--- src/rtl/core/asq_pkg.sv ---
// ----------------------------------------------------------------------------
// Alarm sensor qualifier package
// Shared types, register indexes and reset values for the sensor qualifier.
// ----------------------------------------------------------------------------
`default_nettype none

package asq_pkg;

   localparam int TIME_W = 32;
   localparam int THR_W  = 16;
   localparam int CSR_INDEX_W = 3;
   localparam int CSR_DATA_W  = 16;
   localparam int LEVELS_W = 4;
   localparam int ENABLE_W = 3;

   // Register indexes on the configuration port.
   localparam logic [CSR_INDEX_W-1:0] REG_FIRE_CONFIRM    = 3'd0;
   localparam logic [CSR_INDEX_W-1:0] REG_FIRE_CLEAR      = 3'd1;
   localparam logic [CSR_INDEX_W-1:0] REG_RAIN_CONFIRM    = 3'd2;
   localparam logic [CSR_INDEX_W-1:0] REG_RAIN_CLEAR      = 3'd3;
   localparam logic [CSR_INDEX_W-1:0] REG_IMPACT_COOLDOWN = 3'd4;
   localparam logic [CSR_INDEX_W-1:0] REG_IMPACT_HOLD     = 3'd5;
   localparam logic [CSR_INDEX_W-1:0] REG_ACTIVE_LEVELS   = 3'd6;
   localparam logic [CSR_INDEX_W-1:0] REG_ENABLE_MASK     = 3'd7;

   // Reset values of the registers.
   localparam logic [THR_W-1:0]    RST_FIRE_CONFIRM    = 16'd2000;
   localparam logic [THR_W-1:0]    RST_FIRE_CLEAR      = 16'd5000;
   localparam logic [THR_W-1:0]    RST_RAIN_CONFIRM    = 16'd3000;
   localparam logic [THR_W-1:0]    RST_RAIN_CLEAR      = 16'd10000;
   localparam logic [THR_W-1:0]    RST_IMPACT_COOLDOWN = 16'd1000;
   localparam logic [THR_W-1:0]    RST_IMPACT_HOLD     = 16'd5000;
   localparam logic [LEVELS_W-1:0] RST_ACTIVE_LEVELS   = 4'd0;
   localparam logic [ENABLE_W-1:0] RST_ENABLE_MASK     = 3'd7;

   // Bit positions in the polarity and enable registers.
   localparam int LVL_FLAME = 0;
   localparam int LVL_RAIN  = 1;
   localparam int LVL_VIB   = 2;
   localparam int LVL_FAN   = 3;
   localparam int EN_FIRE   = 0;
   localparam int EN_RAIN   = 1;
   localparam int EN_IMPACT = 2;

   typedef struct packed {
      logic [TIME_W-1:0] now_ms;
      logic              flame_pin;
      logic              rain_pin;
      logic              vibration_pin;
      logic              player_busy;
   } asq_req_type;

   typedef struct packed {
      logic fire_alarm;
      logic fan_level;
      logic rain_alert;
      logic impact_alert;
      logic play_alarm;
      logic stop_all;
      logic play_single;
   } asq_rsp_type;

   // Status of one debounced level for the word being processed.
   typedef struct packed {
      logic on;       // alert state after this word
      logic raised;   // alert went on with this word
      logic cleared;  // alert went off with this word
   } asq_deb_status_type;

endpackage

`default_nettype wire

--- src/rtl/core/asq_chan_if.sv ---
// ----------------------------------------------------------------------------
// Alarm sensor qualifier channel
// Valid/ready channel carrying one payload word per handshake.
// ----------------------------------------------------------------------------
`default_nettype none

interface asq_chan_if #(
   parameter type payload_type = logic
) ();

   logic        valid;
   logic        ready;
   payload_type data;

   modport source (output valid, output data, input ready);
   modport sink   (input valid, input data, output ready);

endinterface

`default_nettype wire

--- src/rtl/core/alarm_sensor_qualifier_top.sv ---
// ----------------------------------------------------------------------------
// Alarm sensor qualifier
// Debounces flame, rain and vibration pins per poll tick and issues alert
// player requests.
// ----------------------------------------------------------------------------
// Each request word is one poll tick: a wrapping millisecond timestamp, the
// raw flame, rain and vibration pin levels and the alert player's busy flag.
// Every request word produces exactly one response word. The block takes one
// word per clock cycle as long as the response side does not stall. A word
// taken at a rising edge is held in the input register until it can move on;
// then the qualification logic, a single pass of subtract-and-compare,
// loads the response register, from which the response word is offered
// to the response channel and held there until the response side takes it.
// A stall on the response side holds the input register, so the request side
// keeps taking words for as long as the input register can move on. Flame and
// rain are mapped through their polarity bits and must hold steady for their
// confirm or clear time, measured as the modulo 2^32 difference between the
// tick timestamp and the last raw change. An impact is an active rising edge
// of the vibration pin outside the cooldown; it holds the impact flag for the
// hold time and asks for a single tone unless the fire alarm is on. A
// disabled function freezes its state and makes no requests. Configuration
// registers are to be written only while the block is idle.
// ----------------------------------------------------------------------------
`default_nettype none

module alarm_sensor_qualifier_top
   import asq_pkg::*;
(
   input  wire logic                   clock,
   input  wire logic                   reset,
   asq_chan_if.sink                    req_chan,
   asq_chan_if.source                  rsp_chan,
   input  wire logic                   csr_wr_en,
   input  wire logic [CSR_INDEX_W-1:0] csr_index,
   input  wire logic [CSR_DATA_W-1:0]  csr_wdata
);

   // Configuration registers.
   logic [THR_W-1:0]    fire_confirm_ff, fire_clear_ff;
   logic [THR_W-1:0]    rain_confirm_ff, rain_clear_ff;
   logic [THR_W-1:0]    impact_cooldown_ff, impact_hold_ff;
   logic [LEVELS_W-1:0] active_levels_ff;
   logic [ENABLE_W-1:0] enable_mask_ff;

   always_ff @(posedge clock) begin
      if (reset) begin
         fire_confirm_ff    <= RST_FIRE_CONFIRM;
         fire_clear_ff      <= RST_FIRE_CLEAR;
         rain_confirm_ff    <= RST_RAIN_CONFIRM;
         rain_clear_ff      <= RST_RAIN_CLEAR;
         impact_cooldown_ff <= RST_IMPACT_COOLDOWN;
         impact_hold_ff     <= RST_IMPACT_HOLD;
         active_levels_ff   <= RST_ACTIVE_LEVELS;
         enable_mask_ff     <= RST_ENABLE_MASK;
      end else if (csr_wr_en) begin
         case (csr_index)
            REG_FIRE_CONFIRM:    fire_confirm_ff    <= csr_wdata;
            REG_FIRE_CLEAR:      fire_clear_ff      <= csr_wdata;
            REG_RAIN_CONFIRM:    rain_confirm_ff    <= csr_wdata;
            REG_RAIN_CLEAR:      rain_clear_ff      <= csr_wdata;
            REG_IMPACT_COOLDOWN: impact_cooldown_ff <= csr_wdata;
            REG_IMPACT_HOLD:     impact_hold_ff     <= csr_wdata;
            REG_ACTIVE_LEVELS:   active_levels_ff   <= csr_wdata[LEVELS_W-1:0];
            REG_ENABLE_MASK:     enable_mask_ff     <= csr_wdata[ENABLE_W-1:0];
            default: begin
            end
         endcase
      end
   end

   // Pipeline control. The input register moves on whenever the response
   // register is empty or is being emptied in this cycle.
   logic        s1_valid_ff;
   asq_req_type s1_data_ff;
   logic        rsp_valid_ff;
   asq_rsp_type rsp_data_ff, rsp_data_in;
   logic        advance;

   assign advance        = s1_valid_ff && (!rsp_valid_ff || rsp_chan.ready);
   assign req_chan.ready = !s1_valid_ff || advance;
   assign rsp_chan.valid = rsp_valid_ff;
   assign rsp_chan.data  = rsp_data_ff;

   always_ff @(posedge clock) begin
      if (reset) begin
         s1_valid_ff <= 1'b0;
      end else if (req_chan.valid && req_chan.ready) begin
         s1_valid_ff <= 1'b1;
      end else if (advance) begin
         s1_valid_ff <= 1'b0;
      end
   end

   always_ff @(posedge clock) begin
      if (req_chan.valid && req_chan.ready) begin
         s1_data_ff <= req_chan.data;
      end
   end

   // Flame and rain qualification. A pin is active when it matches its
   // polarity bit.
   logic               flame, rain;
   asq_deb_status_type fire_status, rain_status;

   assign flame = (s1_data_ff.flame_pin == active_levels_ff[LVL_FLAME]);
   assign rain  = (s1_data_ff.rain_pin == active_levels_ff[LVL_RAIN]);

   asq_debounce u_fire_deb (
      .clock      (clock),
      .reset      (reset),
      .advance    (advance),
      .enable     (enable_mask_ff[EN_FIRE]),
      .level      (flame),
      .now_ms     (s1_data_ff.now_ms),
      .confirm_ms (fire_confirm_ff),
      .clear_ms   (fire_clear_ff),
      .status     (fire_status)
   );

   asq_debounce u_rain_deb (
      .clock      (clock),
      .reset      (reset),
      .advance    (advance),
      .enable     (enable_mask_ff[EN_RAIN]),
      .level      (rain),
      .now_ms     (s1_data_ff.now_ms),
      .confirm_ms (rain_confirm_ff),
      .clear_ms   (rain_clear_ff),
      .status     (rain_status)
   );

   // Impact detection. The hold time is checked against the impact time as
   // it stands after this word, so a zero hold time clears the flag at once.
   logic              vib_last_ff, vib_last_in;
   logic [TIME_W-1:0] impact_time_ff, impact_time_in;
   logic              impact_on_ff, impact_on_in;
   logic              vib, impact_accept, impact_en;
   logic [TIME_W-1:0] since_impact, held_for;

   always_comb begin
      impact_en      = enable_mask_ff[EN_IMPACT];
      vib            = (s1_data_ff.vibration_pin == active_levels_ff[LVL_VIB]);
      since_impact   = s1_data_ff.now_ms - impact_time_ff;
      impact_accept  = vib && !vib_last_ff &&
                       (since_impact >= {{(TIME_W-THR_W){1'b0}}, impact_cooldown_ff});
      impact_time_in = impact_accept ? s1_data_ff.now_ms : impact_time_ff;
      held_for       = s1_data_ff.now_ms - impact_time_in;
      vib_last_in    = vib;
      impact_on_in   = (impact_accept || impact_on_ff) &&
                       !(held_for >= {{(TIME_W-THR_W){1'b0}}, impact_hold_ff});
   end

   always_ff @(posedge clock) begin
      if (reset) begin
         vib_last_ff    <= 1'b0;
         impact_time_ff <= '0;
         impact_on_ff   <= 1'b0;
      end else if (advance && impact_en) begin
         vib_last_ff    <= vib_last_in;
         impact_time_ff <= impact_time_in;
         impact_on_ff   <= impact_on_in;
      end
   end

   // Response word. The fire requests only come from an enabled fire
   // function; the single tone is suppressed while the fire alarm is on.
   always_comb begin
      rsp_data_in.fire_alarm   = fire_status.on;
      rsp_data_in.fan_level    = (fire_status.on == active_levels_ff[LVL_FAN]);
      rsp_data_in.rain_alert   = rain_status.on;
      rsp_data_in.impact_alert = impact_en ? impact_on_in : impact_on_ff;
      rsp_data_in.play_alarm   = enable_mask_ff[EN_FIRE] &&
                                 (fire_status.raised ||
                                  (fire_status.on && !s1_data_ff.player_busy));
      rsp_data_in.stop_all     = fire_status.cleared && s1_data_ff.player_busy;
      rsp_data_in.play_single  = impact_en && impact_accept && !fire_status.on;
   end

   always_ff @(posedge clock) begin
      if (reset) begin
         rsp_valid_ff <= 1'b0;
      end else if (advance) begin
         rsp_valid_ff <= 1'b1;
      end else if (rsp_chan.ready) begin
         rsp_valid_ff <= 1'b0;
      end
   end

   always_ff @(posedge clock) begin
      if (advance) begin
         rsp_data_ff <= rsp_data_in;
      end
   end

endmodule

`default_nettype wire

--- src/rtl/core/asq_debounce.sv ---
// ----------------------------------------------------------------------------
// Asymmetric level debouncer
// Tracks the time of the last level change and raises or clears an alert once
// the level has held for the confirm or clear time.
// ----------------------------------------------------------------------------
`default_nettype none

module asq_debounce
   import asq_pkg::*;
(
   input  wire logic              clock,
   input  wire logic              reset,
   input  wire logic              advance,
   input  wire logic              enable,
   input  wire logic              level,
   input  wire logic [TIME_W-1:0] now_ms,
   input  wire logic [THR_W-1:0]  confirm_ms,
   input  wire logic [THR_W-1:0]  clear_ms,
   output asq_deb_status_type     status
);

   logic              last_ff, last_in;
   logic [TIME_W-1:0] since_ff, since_in;
   logic              on_ff, on_in;
   logic [TIME_W-1:0] stable;
   logic              raise, clear;

   // A change of level restarts the stable time with this word's timestamp.
   always_comb begin
      last_in  = level;
      since_in = (level != last_ff) ? now_ms : since_ff;
      stable   = now_ms - since_in;
      raise    = !on_ff && level && (stable >= {{(TIME_W-THR_W){1'b0}}, confirm_ms});
      clear    = on_ff && !level && (stable >= {{(TIME_W-THR_W){1'b0}}, clear_ms});
      if (raise) begin
         on_in = 1'b1;
      end else if (clear) begin
         on_in = 1'b0;
      end else begin
         on_in = on_ff;
      end
      status.on      = enable ? on_in : on_ff;
      status.raised  = enable && raise;
      status.cleared = enable && clear;
   end

   always_ff @(posedge clock) begin
      if (reset) begin
         last_ff  <= 1'b0;
         since_ff <= '0;
         on_ff    <= 1'b0;
      end else if (advance && enable) begin
         last_ff  <= last_in;
         since_ff <= since_in;
         on_ff    <= on_in;
      end
   end

endmodule

`default_nettype wire

--- src/flat_wrapper.sv ---
// flat-port wrapper written by rule: the top's interface ports become plain ports
module alarm_sensor_qualifier_top_flat import asq_pkg::*;
  (clock, reset, csr_wr_en, csr_index, csr_wdata, req_chan_valid, req_chan_data, req_chan_ready, rsp_chan_valid, rsp_chan_data, rsp_chan_ready);
  asq_chan_if #(.payload_type(asq_req_type)) req_chan_i ();
  asq_chan_if #(.payload_type(asq_rsp_type)) rsp_chan_i ();
  input  wire logic clock;
  input  wire logic reset;
  input  wire logic csr_wr_en;
  input  wire logic [CSR_INDEX_W-1:0] csr_index;
  input  wire logic [CSR_DATA_W-1:0] csr_wdata;
  input wire logic [$bits(req_chan_i.valid)-1:0] req_chan_valid;
  input wire logic [$bits(req_chan_i.data)-1:0] req_chan_data;
  output wire logic [$bits(req_chan_i.ready)-1:0] req_chan_ready;
  output wire logic [$bits(rsp_chan_i.valid)-1:0] rsp_chan_valid;
  output wire logic [$bits(rsp_chan_i.data)-1:0] rsp_chan_data;
  input wire logic [$bits(rsp_chan_i.ready)-1:0] rsp_chan_ready;
  assign req_chan_i.valid = req_chan_valid;
  assign req_chan_i.data = req_chan_data;
  assign req_chan_ready = req_chan_i.ready;
  assign rsp_chan_valid = rsp_chan_i.valid;
  assign rsp_chan_data = rsp_chan_i.data;
  assign rsp_chan_i.ready = rsp_chan_ready;
  alarm_sensor_qualifier_top u_core (.clock(clock), .reset(reset), .req_chan(req_chan_i), .rsp_chan(rsp_chan_i), .csr_wr_en(csr_wr_en), .csr_index(csr_index), .csr_wdata(csr_wdata));
endmodule
--- config.mk ---
export PLATFORM = sky130hd
export DESIGN_NAME = alarm_sensor_qualifier_top_flat
export DESIGN_NICKNAME = d
export VERILOG_FILES = /design/src/rtl/core/asq_pkg.sv /design/src/rtl/core/asq_chan_if.sv /design/src/rtl/core/alarm_sensor_qualifier_top.sv /design/src/rtl/core/asq_debounce.sv /design/src/flat_wrapper.sv
export SDC_FILE = /design/constraint.sdc
export NUM_CORES = 1
export LEC_CHECK = 0
export BUFFER_PORTS_ARGS = -buffer_cell sky130_fd_sc_hd__buf_2
export CORE_UTILIZATION = 55
export CTS_BUF_LIST = sky130_fd_sc_hd__clkbuf_4 sky130_fd_sc_hd__clkbuf_8
export DETAILED_ROUTE_END_ITERATION = 8
export PLACE_DENSITY_LB_ADDON = 0.2
export SYNTH_ARGS = -nofsm -noshare
export SYNTH_HDL_FRONTEND = slang
export SYNTH_SLANG_ARGS = --single-unit
--- constraint.sdc ---
create_clock -name clock -period 11.3 [get_ports clock]
set_clock_uncertainty 0.2 [all_clocks]
set_input_delay 0 -clock clock [delete_from_list [all_inputs] [get_ports clock]]
set_output_delay 0 -clock clock [all_outputs]
set_load 0.05 [all_outputs]
==> Yosys cells after proc, flatten, opt, wreduce, memory -nomap -nowiden <==
Index checks and enable logic that the tools add are counted.
{ "word_totals": {"out_inout_bits": 9, "in_bits": 60, "memories": 0, "mem_bits_rw": 0, "latchBits": 0, "wordCells": 116, "romBits": 0, "register_bits": 250} }
{ "classes": {"n_lt_le_gt_ge": 6, "add_sub_neg": 4, "n_mux": 14, "eq_ne": 13, "bitwise_logic": 0, "reduce_logical": 48, "n_shift": 0, "div": 0, "multipliers": 0} }
{ "op_table": {"columns": ["cell", "n"], "rows": [
  ["$ge A32 B16 Y1", 6],
  ["$sub A32 B32 Y32", 4],
  ["$mux W32", 3],
  ["$logic_and A1 B1 Y1", 23],
  ["$reduce_and A2 Y1", 8],
  ["$eq A3 B3 Y1 const B", 4],
  ["$mux W1", 11],
  ["$logic_not A1 Y1", 10],
  ["$eq A3 B2 Y1 const B", 2],
  ["$eq A1 B1 Y1", 4],
  ["$logic_or A1 B1 Y1", 4],
  ["$reduce_bool A2 Y1", 2],
  ["$eq A3 B1 Y1 const B", 1],
  ["$logic_not A3 Y1", 1],
  ["$ne A1 B1 Y1", 2]
]} }

==> Longest topological paths before layout <==
Gate-level depths: netlist of run 1.
{ "logic_depth": {"depth_word": 12, "mapped_depth": 47, "ltp_nobuf": 46} }

==> Hierarchy <==
A second synthesis of run 1 with hierarchy kept.
{ "unflattened": {"cells_unflattened": 2676, "area_unflattened_um2": 20573.5} }
{ "modules_own_cells": {"columns": ["mod", "seq_area_each_um2", "area_per_inst_um2", "n_inst", "cells_each"], "rows": [
  ["alarm_sensor_qualifier_top", 4073.9, 11227.0, 1, 1383],
  ["asq_debounce (u_core.u_fire_deb)", 680.7, 4717.0, 1, 652],
  ["asq_debounce (u_core.u_rain_deb)", 680.7, 4629.4, 1, 641]
]} }

==> Worst setup path before layout of run 1 <==
Ideal clock, no wire load.
{ "synth_timing": {"path_type": "register to register", "startpoint": "register u_core.s1_data_ff[5] (netlist name)", "endpoint": "register u_core.impact_on_ff", "path_buffers": 2, "stages_incl_launch_ff": 42, "setup_ps": 96, "arrival_time_ps": 8720, "t_required_ps": 11004, "synth_period_minus_slack_ps": 9015, "slack_ps": 2285, "cell_sequence": "edfxtp_1 > inv_1 > fa_1 > nand2b_1 > a21oi_1 > a21oi_1 > a31o_2 > xnor2_1 > ha_1 > a21oi_1 > o22ai_1 > nor2_1 > o221ai_1 > or4_1 > a211oi_1 > nand4_1 > nor4_1 > nor2_1 > (+6 left out) > a21oi_1 > o211ai_1 > nand2_1 > o21ai_0 > o21ai_0 > a21oi_1 > maj3_1 > a21oi_1 > maj3_1 > xnor2_1 > o21ai_0 > ha_1 > a21oi_1 > o221ai_1 > or4b_1 > nor4_1 > nand4_1 > o41ai_2"} }
{ "synth_between": {"elab_chain_len": 8, "word_cells_on_any_way": 9, "classes_between": "2 x add/sub; 2 x order compare; 1 x mux; 4 x reduce/logical"} }
{ "synth_rtl": {"columns": ["element", "line", "text"], "rows": [
  ["from (decl)", "alarm_sensor_qualifier_top.sv:74", "asq_req_type s1_data_ff;"],
  ["from (signal assigned)", "alarm_sensor_qualifier_top.sv:96", "s1_data_ff <= req_chan.data;"],
  ["$sub A32 B32 Y32", "alarm_sensor_qualifier_top.sv:143", "since_impact = s1_data_ff.now_ms - impact_time_ff;"],
  ["$ge A32 B16 Y1", "alarm_sensor_qualifier_top.sv:145", "(since_impact >= {{(TIME_W-THR_W){1'b0}}, impact_cooldown_ff});"],
  ["$logic_and A1 B1 Y1", "alarm_sensor_qualifier_top.sv:144", "impact_accept = vib && !vib_last_ff &&"],
  ["$mux W32", "alarm_sensor_qualifier_top.sv:146", "impact_time_in = impact_accept ? s1_data_ff.now_ms : impact_time_ff;"],
  ["$sub A32 B32 Y32", "alarm_sensor_qualifier_top.sv:147", "held_for = s1_data_ff.now_ms - impact_time_in;"],
  ["$ge A32 B16 Y1", "alarm_sensor_qualifier_top.sv:150", "!(held_for >= {{(TIME_W-THR_W){1'b0}}, impact_hold_ff});"],
  ["$logic_not A1 Y1", "alarm_sensor_qualifier_top.sv:150", null],
  ["$logic_and A1 B1 Y1 *", "alarm_sensor_qualifier_top.sv:149", "impact_on_in = (impact_accept || impact_on_ff) &&"],
  ["to (signal assigned)", "alarm_sensor_qualifier_top.sv:161", "impact_on_ff <= impact_on_in;"],
  ["to (decl)", "alarm_sensor_qualifier_top.sv:136", "logic impact_on_ff, impact_on_in;"]
]} }
Mark *: on every way between the ends. The rest lies on a longest branch, timed or not.
A chain may end at the register's enable or synchronous reset.

==> results of run 1 <==
[where the power goes]
part | internal [mW] | switching, mW | leakage, nW | total, mW
logic | 0.440 | 0.622 | 6.64 | 1.06
registers | 0.945 | 0.0338 | 2.10 | 0.979
clock network | 0.532 | 0.421 | 0.537 | 0.953
total | 1.92 | 1.08 | 9.28 | 2.99
[state kept, by name, summed over array words and instances, names as in the netlist, 16 cells and up]
signal / count
u_core.rain_confirm_ff: 16
u_core.u_rain_deb.since_ff: 32
u_core.u_fire_deb.since_ff: 32
u_core.rain_clear_ff: 16
u_core.s1_data_ff: 36
u_core.fire_confirm_ff: 16
u_core.fire_clear_ff: 16
u_core.impact_time_ff: 32
u_core.impact_cooldown_ff: 16
u_core.impact_hold_ff: 16
[cell type report]
| class | count | area (sq um) |
|---|---|---|
| clock inverters | 14 | 123 |
| fillers | 2979 | 12300 |
| inverters | 170 | 638 |
| well taps | 455 | 569 |
| multi-input cells | 1920 | 12700 |
| flip-flops and latches | 250 | 5440 |
| repair buffers | 217 | 1750 |
| clock buffers | 70 | 888 |
[worst paths after layout]
| path | to | slack, ns | depth (start not counted) | from |
|---|---|---|---|---|
| setup reg to reg | u_core.rsp_chan.data[3] | 0.82 | 41 | u_core.s1_data_ff[4] |
| hold / removal | u_core.rain_clear_ff[0] | 0.07 | 4 | csr_wdata[0] |
| hold reg to reg | u_core.impact_time_ff[19] | 0.25 | 2 | u_core.impact_time_ff[19] |
| setup / recovery | u_core.rsp_chan.data[3] | 0.82 | 41 | u_core.s1_data_ff[4] |
[metal layers]
metal  up-vias  wire length (um)  part of all wire [%]
met3       115              4390                   7.5
met2       659             26700                    45
met1      8720             25900                    44
li1       9051                 -                     -
met4         0              1900                   3.2
met5         -                 0                     0
[cell families (layout without fill, tap and decap cells)]
logic type / after synthesis / after routing / synth area share (%)
and+or+nand+nor: 806 / 806 / 18.7
xor gates and xnor gates: 76 / 76 / 3.47
DFF: 250 / 250 / 28.3
muxes: 89 / 89 / 4.68
buffers and inverters: 289 / 471 / 5.76
adders and majority gates: 223 / 223 / 14.7
AOI/OAI and AO/OA: 726 / 726 / 24.4
[tightest hold or removal path: stages]
cell	delay, ns
dlygate4sd3_1	0.53
buf_2	0.20
nand2_1	0.08
a21oi_1	0.05
[per-stage QoR]
step                      power [mW]  util [%]  setup WS (ns)
after CTS                       2.98      64.1          0.751
after floorplan                 1.74         -           2.28
after global routing            3.16      64.2         0.0953
after global placement          1.98      57.7           1.14
after detailed placement        2.00      57.7          0.802
final                           2.99      64.2          0.823
[layout by cell type (no fill, tap or decap), types with 10 or more instances in the layout]
| master | n |
|---|---|
| o21a_1 | 21 |
| o21bai_1 | 16 |
| a21oi_1 | 294 |
| a21o_1 | 94 |
| xor2_1 | 27 |
| dfxtp_1 | 207 |
| nor4_1 | 13 |
| a21boi_0 | 11 |
| edfxtp_1 | 43 |
| and3_1 | 15 |
| clkbuf_4 | 12 |
| nand3_1 | 39 |
| xnor2_1 | 47 |
| buf_2 | 67 |
| o21ai_0 | 68 |
| nand4_1 | 25 |
| buf_4 | 33 |
| ha_1 | 217 |
| a31oi_1 | 16 |
| mux2i_1 | 84 |
| o31ai_1 | 13 |
| nor2b_1 | 31 |
| clkbuf_8 | 58 |
| and2_1 | 11 |
| nand2_1 | 400 |
| nor3_1 | 30 |
| a2111oi_0 | 10 |
| inv_1 | 170 |
| nand2b_1 | 41 |
| nor2_1 | 158 |
| a211oi_1 | 44 |
| o211ai_1 | 49 |
| dlygate4sd3_1 | 117 |
[what timing repair did]
| action | 4_1_cts | 5_1_grt |
|---|---|---|
| resized for setup | 0 | 1 |
| setup endpoints to repair | 0 | 2 |
| setup buffers | 0 | 5 |
| hold buffers | 117 | 0 |
| endpoints found under the hold margin | 161 | 0 |
==> reports/qor.yml, run 1 <==
wirelength_um: 58900
yosys_warnings: 0
finalNetCount: 2886
post_placement_cell_area_sq_mm: 0.0199
grt_pass1_vias: 17800
rsz_0062_raised_after_global_routing: "false"
cts_sinks: 250
finalSetupViolations: 0
numPlacedInstances: 2890
drcViolationCount: 0
min-delay-path-class: "input port to flop"
ir_worst_vdd_uv: 125
floorplan.die_area_sq_mm: 0.0356
io_buffer_count: 68
asyncSetResetFlopFracSynth_pct: 0
end_kind: "flop"
final-max-slew-violation-count: 0
globalplace.congestion: 0.952
post_synth_instance_area_sq_mm: 0.0192
avgViaCountPerCell: 5.99
cp_top_family: "compound AO/OA/AOI/OAI gates"
cp_common_cell: "a21oi_1"
setup_total_negative_slack_ns: 0
start_kind: "flop"
flow.area_growth_from_synthesis_pct: 15.3
coreArea_sq_mm: 0.0345
grt.overflow.total: 0
netlist_top_cells_count: "nand2_1, a21oi_1, ha_1"
grt_first_pass_wirelength_um: 93200
run_status: "finished, final reports clean"
initial_utilization_pct: 55.7
post-route-period-util_pct: 92.7
grt.met2_usage_pct: 53.2
use_met3_pct: 5.25
clock-root-buffer: "clkbuf_8"
postSynthRegisterBits: 250
final_cells: 3096
yosysTopAreaCell: "dfxtp_1"
track_usage_pct: 32.7
detailroute.via_count: 18500
period_minus_slack_ns: 10.48
met1_usage_pct: 43.3
synth.net_count: 2740
clock_pin_slew_on_the_worst_setup_and_hold_paths_ns: 0.06
cp_data_arrival_time_ns: 10.71
timing.fmax_ghz: 0.0954
synth.distinct_cells: 79
cts_h_tree_lvls: 2
standby_leakage_power_nw: 9.28
max_stage_delay_ns: 0.69
worst_skew_pair.late_latency_ns: 0.65
floorplan.rows: 68
synth_ff_type: "dfxtp_1"
yosysTopAreaCellShare_pct: 21.6
required_ns: 11.53
grt_antenna_before_repair: 0
initialDrtViolationCount: 1437
slew-limit-headroom_pct: 15.7
crit_type: "flop to flop"
grt_start_max_net_pins: 77
synth.top_cells.by_area: "dfxtp_1, ha_1, nand2_1, a21oi_1, edfxtp_1"
final_antenna_net_count: 0
die-width_um: 189
synth-edff-count: 43
clock_tree_from_tritoncts: "yes"
tritoncts.num_buffers: 46
layout-drive-gt1-share_pct: 8.10
routed_wire_length_per_instance_um: 19.0
max-cap-violations: 0
final_hold_viol_count: 0
worstPathMaxFanout: 10
ios: 69
path_buf_inv: 1
fin_worst_hold_slack_ns: 0.0673
place.detailed.hpwl_um: 43000
critical-path-slowest-cell: "or4_1"
ant_diodes: 0
synth_seq_area_share_pct: 28.3
post-route-cell-area_sq_mm: 0.0221
die_y_um: 189
post-synth-top-count-cell: "nand2_1"
synthesis.area_per_instance_sq_um: 7.80
grt_most_used_layer: "met2"
power_per_cell_area_mw_per_mm2: 135
post_synth_inst_count: 2459
timing_worst_slew_pin_value_ns: 1.26
drt-pass1-iter-count: 5
max-clock-path-buffers: 3
(Power assumes the default switching activity.)
==> run 2, diff against run 1 <==
- MAX_ROUTING_LAYER: unset -> met4
==> reports/qor.yml, run 2 (synthesis results as in run 1) <==
min-delay-path-class: "input port to flop"
cp.depth: 41
period_minus_slack_ns: 10.53
finalSetupViolations: 0
drcViolationCount: 0
grt.overflow.total: 0
clock-root-buffer: "clkbuf_8"
routed_wire_length_per_instance_um: 19.1
layout_common_cells: "nand2_1, a21oi_1, ha_1, dfxtp_1, inv_1"
largest_reg_flops: 36
worst_hold_startpoint: "csr_wdata[3]"
cp_data_arrival_time_ns: 10.77
grt_first_pass_wirelength_um: 93300
avgViaCountPerCell: 6.00
ir_worst_vdd_uv: 132
grt_most_used_layer: "met2"
met1_usage_pct: 44.4
cts_h_tree_lvls: 2
power.net_switching_mw: 1.07
final_antenna_net_count: 0
worst-r2r-setup-slack_ns: 0.77
final-seq-area_sq_mm: 0.00544
place_worst_setup_slack_ns: 0.722
slew-limit-headroom_pct: 23.8
globalplace.congestion: 0.972
ios: 69
max_flop_register: "u_core.s1_data_ff"
worst_hold_path.num_cells: 4
crit-reg2reg-capture: "u_core.rsp_chan.data[3]"
start_kind: "flop"
critical-path-slowest-cell: "or4_1"
timing.fmax_ghz: 0.0950
run_status: "finished, final reports clean"
clock_pin_slew_on_the_worst_setup_and_hold_paths_ns: 0.06
initial_utilization_pct: 55.7
cp_top_family: "compound AO/OA/AOI/OAI gates"
cts_sinks: 250
drt-pass1-iter-count: 7
required_ns: 11.54
finalNetCount: 2884
use_met3_pct: 4.15
layout-drive-gt1-share_pct: 8.25
die-width_um: 189
final-max-slew-violation-count: 0
coreArea_sq_mm: 0.0345
post_placement_cell_area_sq_mm: 0.0199
wirelength_um: 59100
max-cap-violations: 0
setup_total_negative_slack_ns: 0
end_kind: "flop"
floorplan.die_area_sq_mm: 0.0356
comb_power_share_pct: 34.9
multi_input_comb_area_sq_mm: 0.0127
cp_common_cell: "a21oi_1"
grt.met2_usage_pct: 53.4
post-route-cell-area_sq_mm: 0.0222
max-clock-path-buffers: 3
internal_power_mw: 1.96
max_stage_delay_ns: 0.70
num-fill-cells: 2928
crit-reg2reg-launch: "u_core.s1_data_ff[4]"
rr_worst_depth: 41
post-route-period-util_pct: 93.2
io_buffer_count: 68
track_usage_pct: 33.9
floorplan.rows: 68
crit_type: "flop to flop"
detailroute.via_count: 18600
grt_start_max_net_pins: 88
power_per_cell_area_mw_per_mm2: 137
place.detailed.hpwl_um: 42400
standby_leakage_power_nw: 9.30
clock_tree_from_tritoncts: "yes"
path_buf_inv: 1
tritoncts.num_buffers: 46
whs_endpoint: "u_core.fire_confirm_ff[3]"
worstPathMaxFanout: 10
initialDrtViolationCount: 1294
grt_pass1_vias: 17600
final_hold_viol_count: 0
worst_skew_pair.late_latency_ns: 0.64
flow.area_growth_from_synthesis_pct: 15.5
rsz_0062_raised_after_global_routing: "false"
clkPwrFrac_pct: 32.9
layout_commonest_cell: "nand2_1"
grt_antenna_before_repair: 0
timing.final.ws_setup_ns: 0.768
switching_share_pct: 35.4
power.share.sequential_pct: 32.2
ant_diodes: 0
timing_worst_slew_pin_value_ns: 1.14
die_y_um: 189
==> run 2: what timing repair did <==
| item | in CTS | in global routing |
|---|---|---|
| hold buffers | 115 | 0 |
| setup buffers | 0 | 6 |
| hold endpoints to repair | 202 | 0 |
| resized for setup | 0 | 1 |
| endpoints found under the setup margin | 0 | 2 |
==> run 2: worst min-delay path, delay by kind of cell <==
kind                   cells  cell delay (ns)
AO/OA/AOI/OAI              1             0.05
buffers and inverters      2             0.73
AND/OR/NAND/NOR            1             0.08
==> run 2: worst max path at each step <==
stage                         start                 endpoint  slack, ns
2_1_floorplan  u_core.s1_data_ff[5]      u_core.impact_on_ff       2.28
3_3_place_gp   u_core.s1_data_ff[5]  u_core.rsp_chan.data[3]       1.02
3_5_place_dp   u_core.s1_data_ff[5]  u_core.rsp_chan.data[3]       0.72
4_1_cts        u_core.s1_data_ff[5]  u_core.rsp_chan.data[3]       0.65
5_1_grt        u_core.s1_data_ff[4]  u_core.rsp_chan.data[3]       0.04
6_report       u_core.s1_data_ff[4]  u_core.rsp_chan.data[3]       0.77
==> run 2: cell type report <==
type                    instances  share of cell area (%)
flip-flops and latches        250                    24.5
multi-input cells            1920                    57.4
well taps                     455                    2.57
clock buffers                  75                    4.24
inverters                     170                    2.88
clock inverters                11                   0.554
repair buffers                215                    7.83
==> run 2: stage by stage <==
stage	instances	hold slack, ns	utilization, %	power [mW]
after floorplan	2459	-0.101	-	1.74
after global placement	2889	-0.0234	57.7	1.98
after detailed placement	2889	-0.0219	57.7	2.00
after CTS	3090	0.0292	64.1	3.02
after global routing	3096	0.0665	64.3	3.20
final	3096	0.0763	64.3	3.03
==> run 2: per-layer routing <==
layer  vias up  wire (um)
met5         -          0
met3       132       4280
li1       9047          -
met1      8729      26400
met2       658      26400
met4         0       2040
==> run 2: power groups by stage <==
| stage | Sequential, mW | Clock [mW] | Combinational (mW) |
|---|---|---|---|
| 2_1_floorplan | 0.991 | 0 | 0.750 |
| 3_3_place_gp | 0.995 | 0 | 0.983 |
| 3_5_place_dp | 0.996 | 0 | 1.00 |
| 4_1_cts | 0.977 | 1.01 | 1.04 |
| 5_1_grt | 0.982 | 1.05 | 1.17 |
| 6_report | 0.978 | 0.998 | 1.06 |
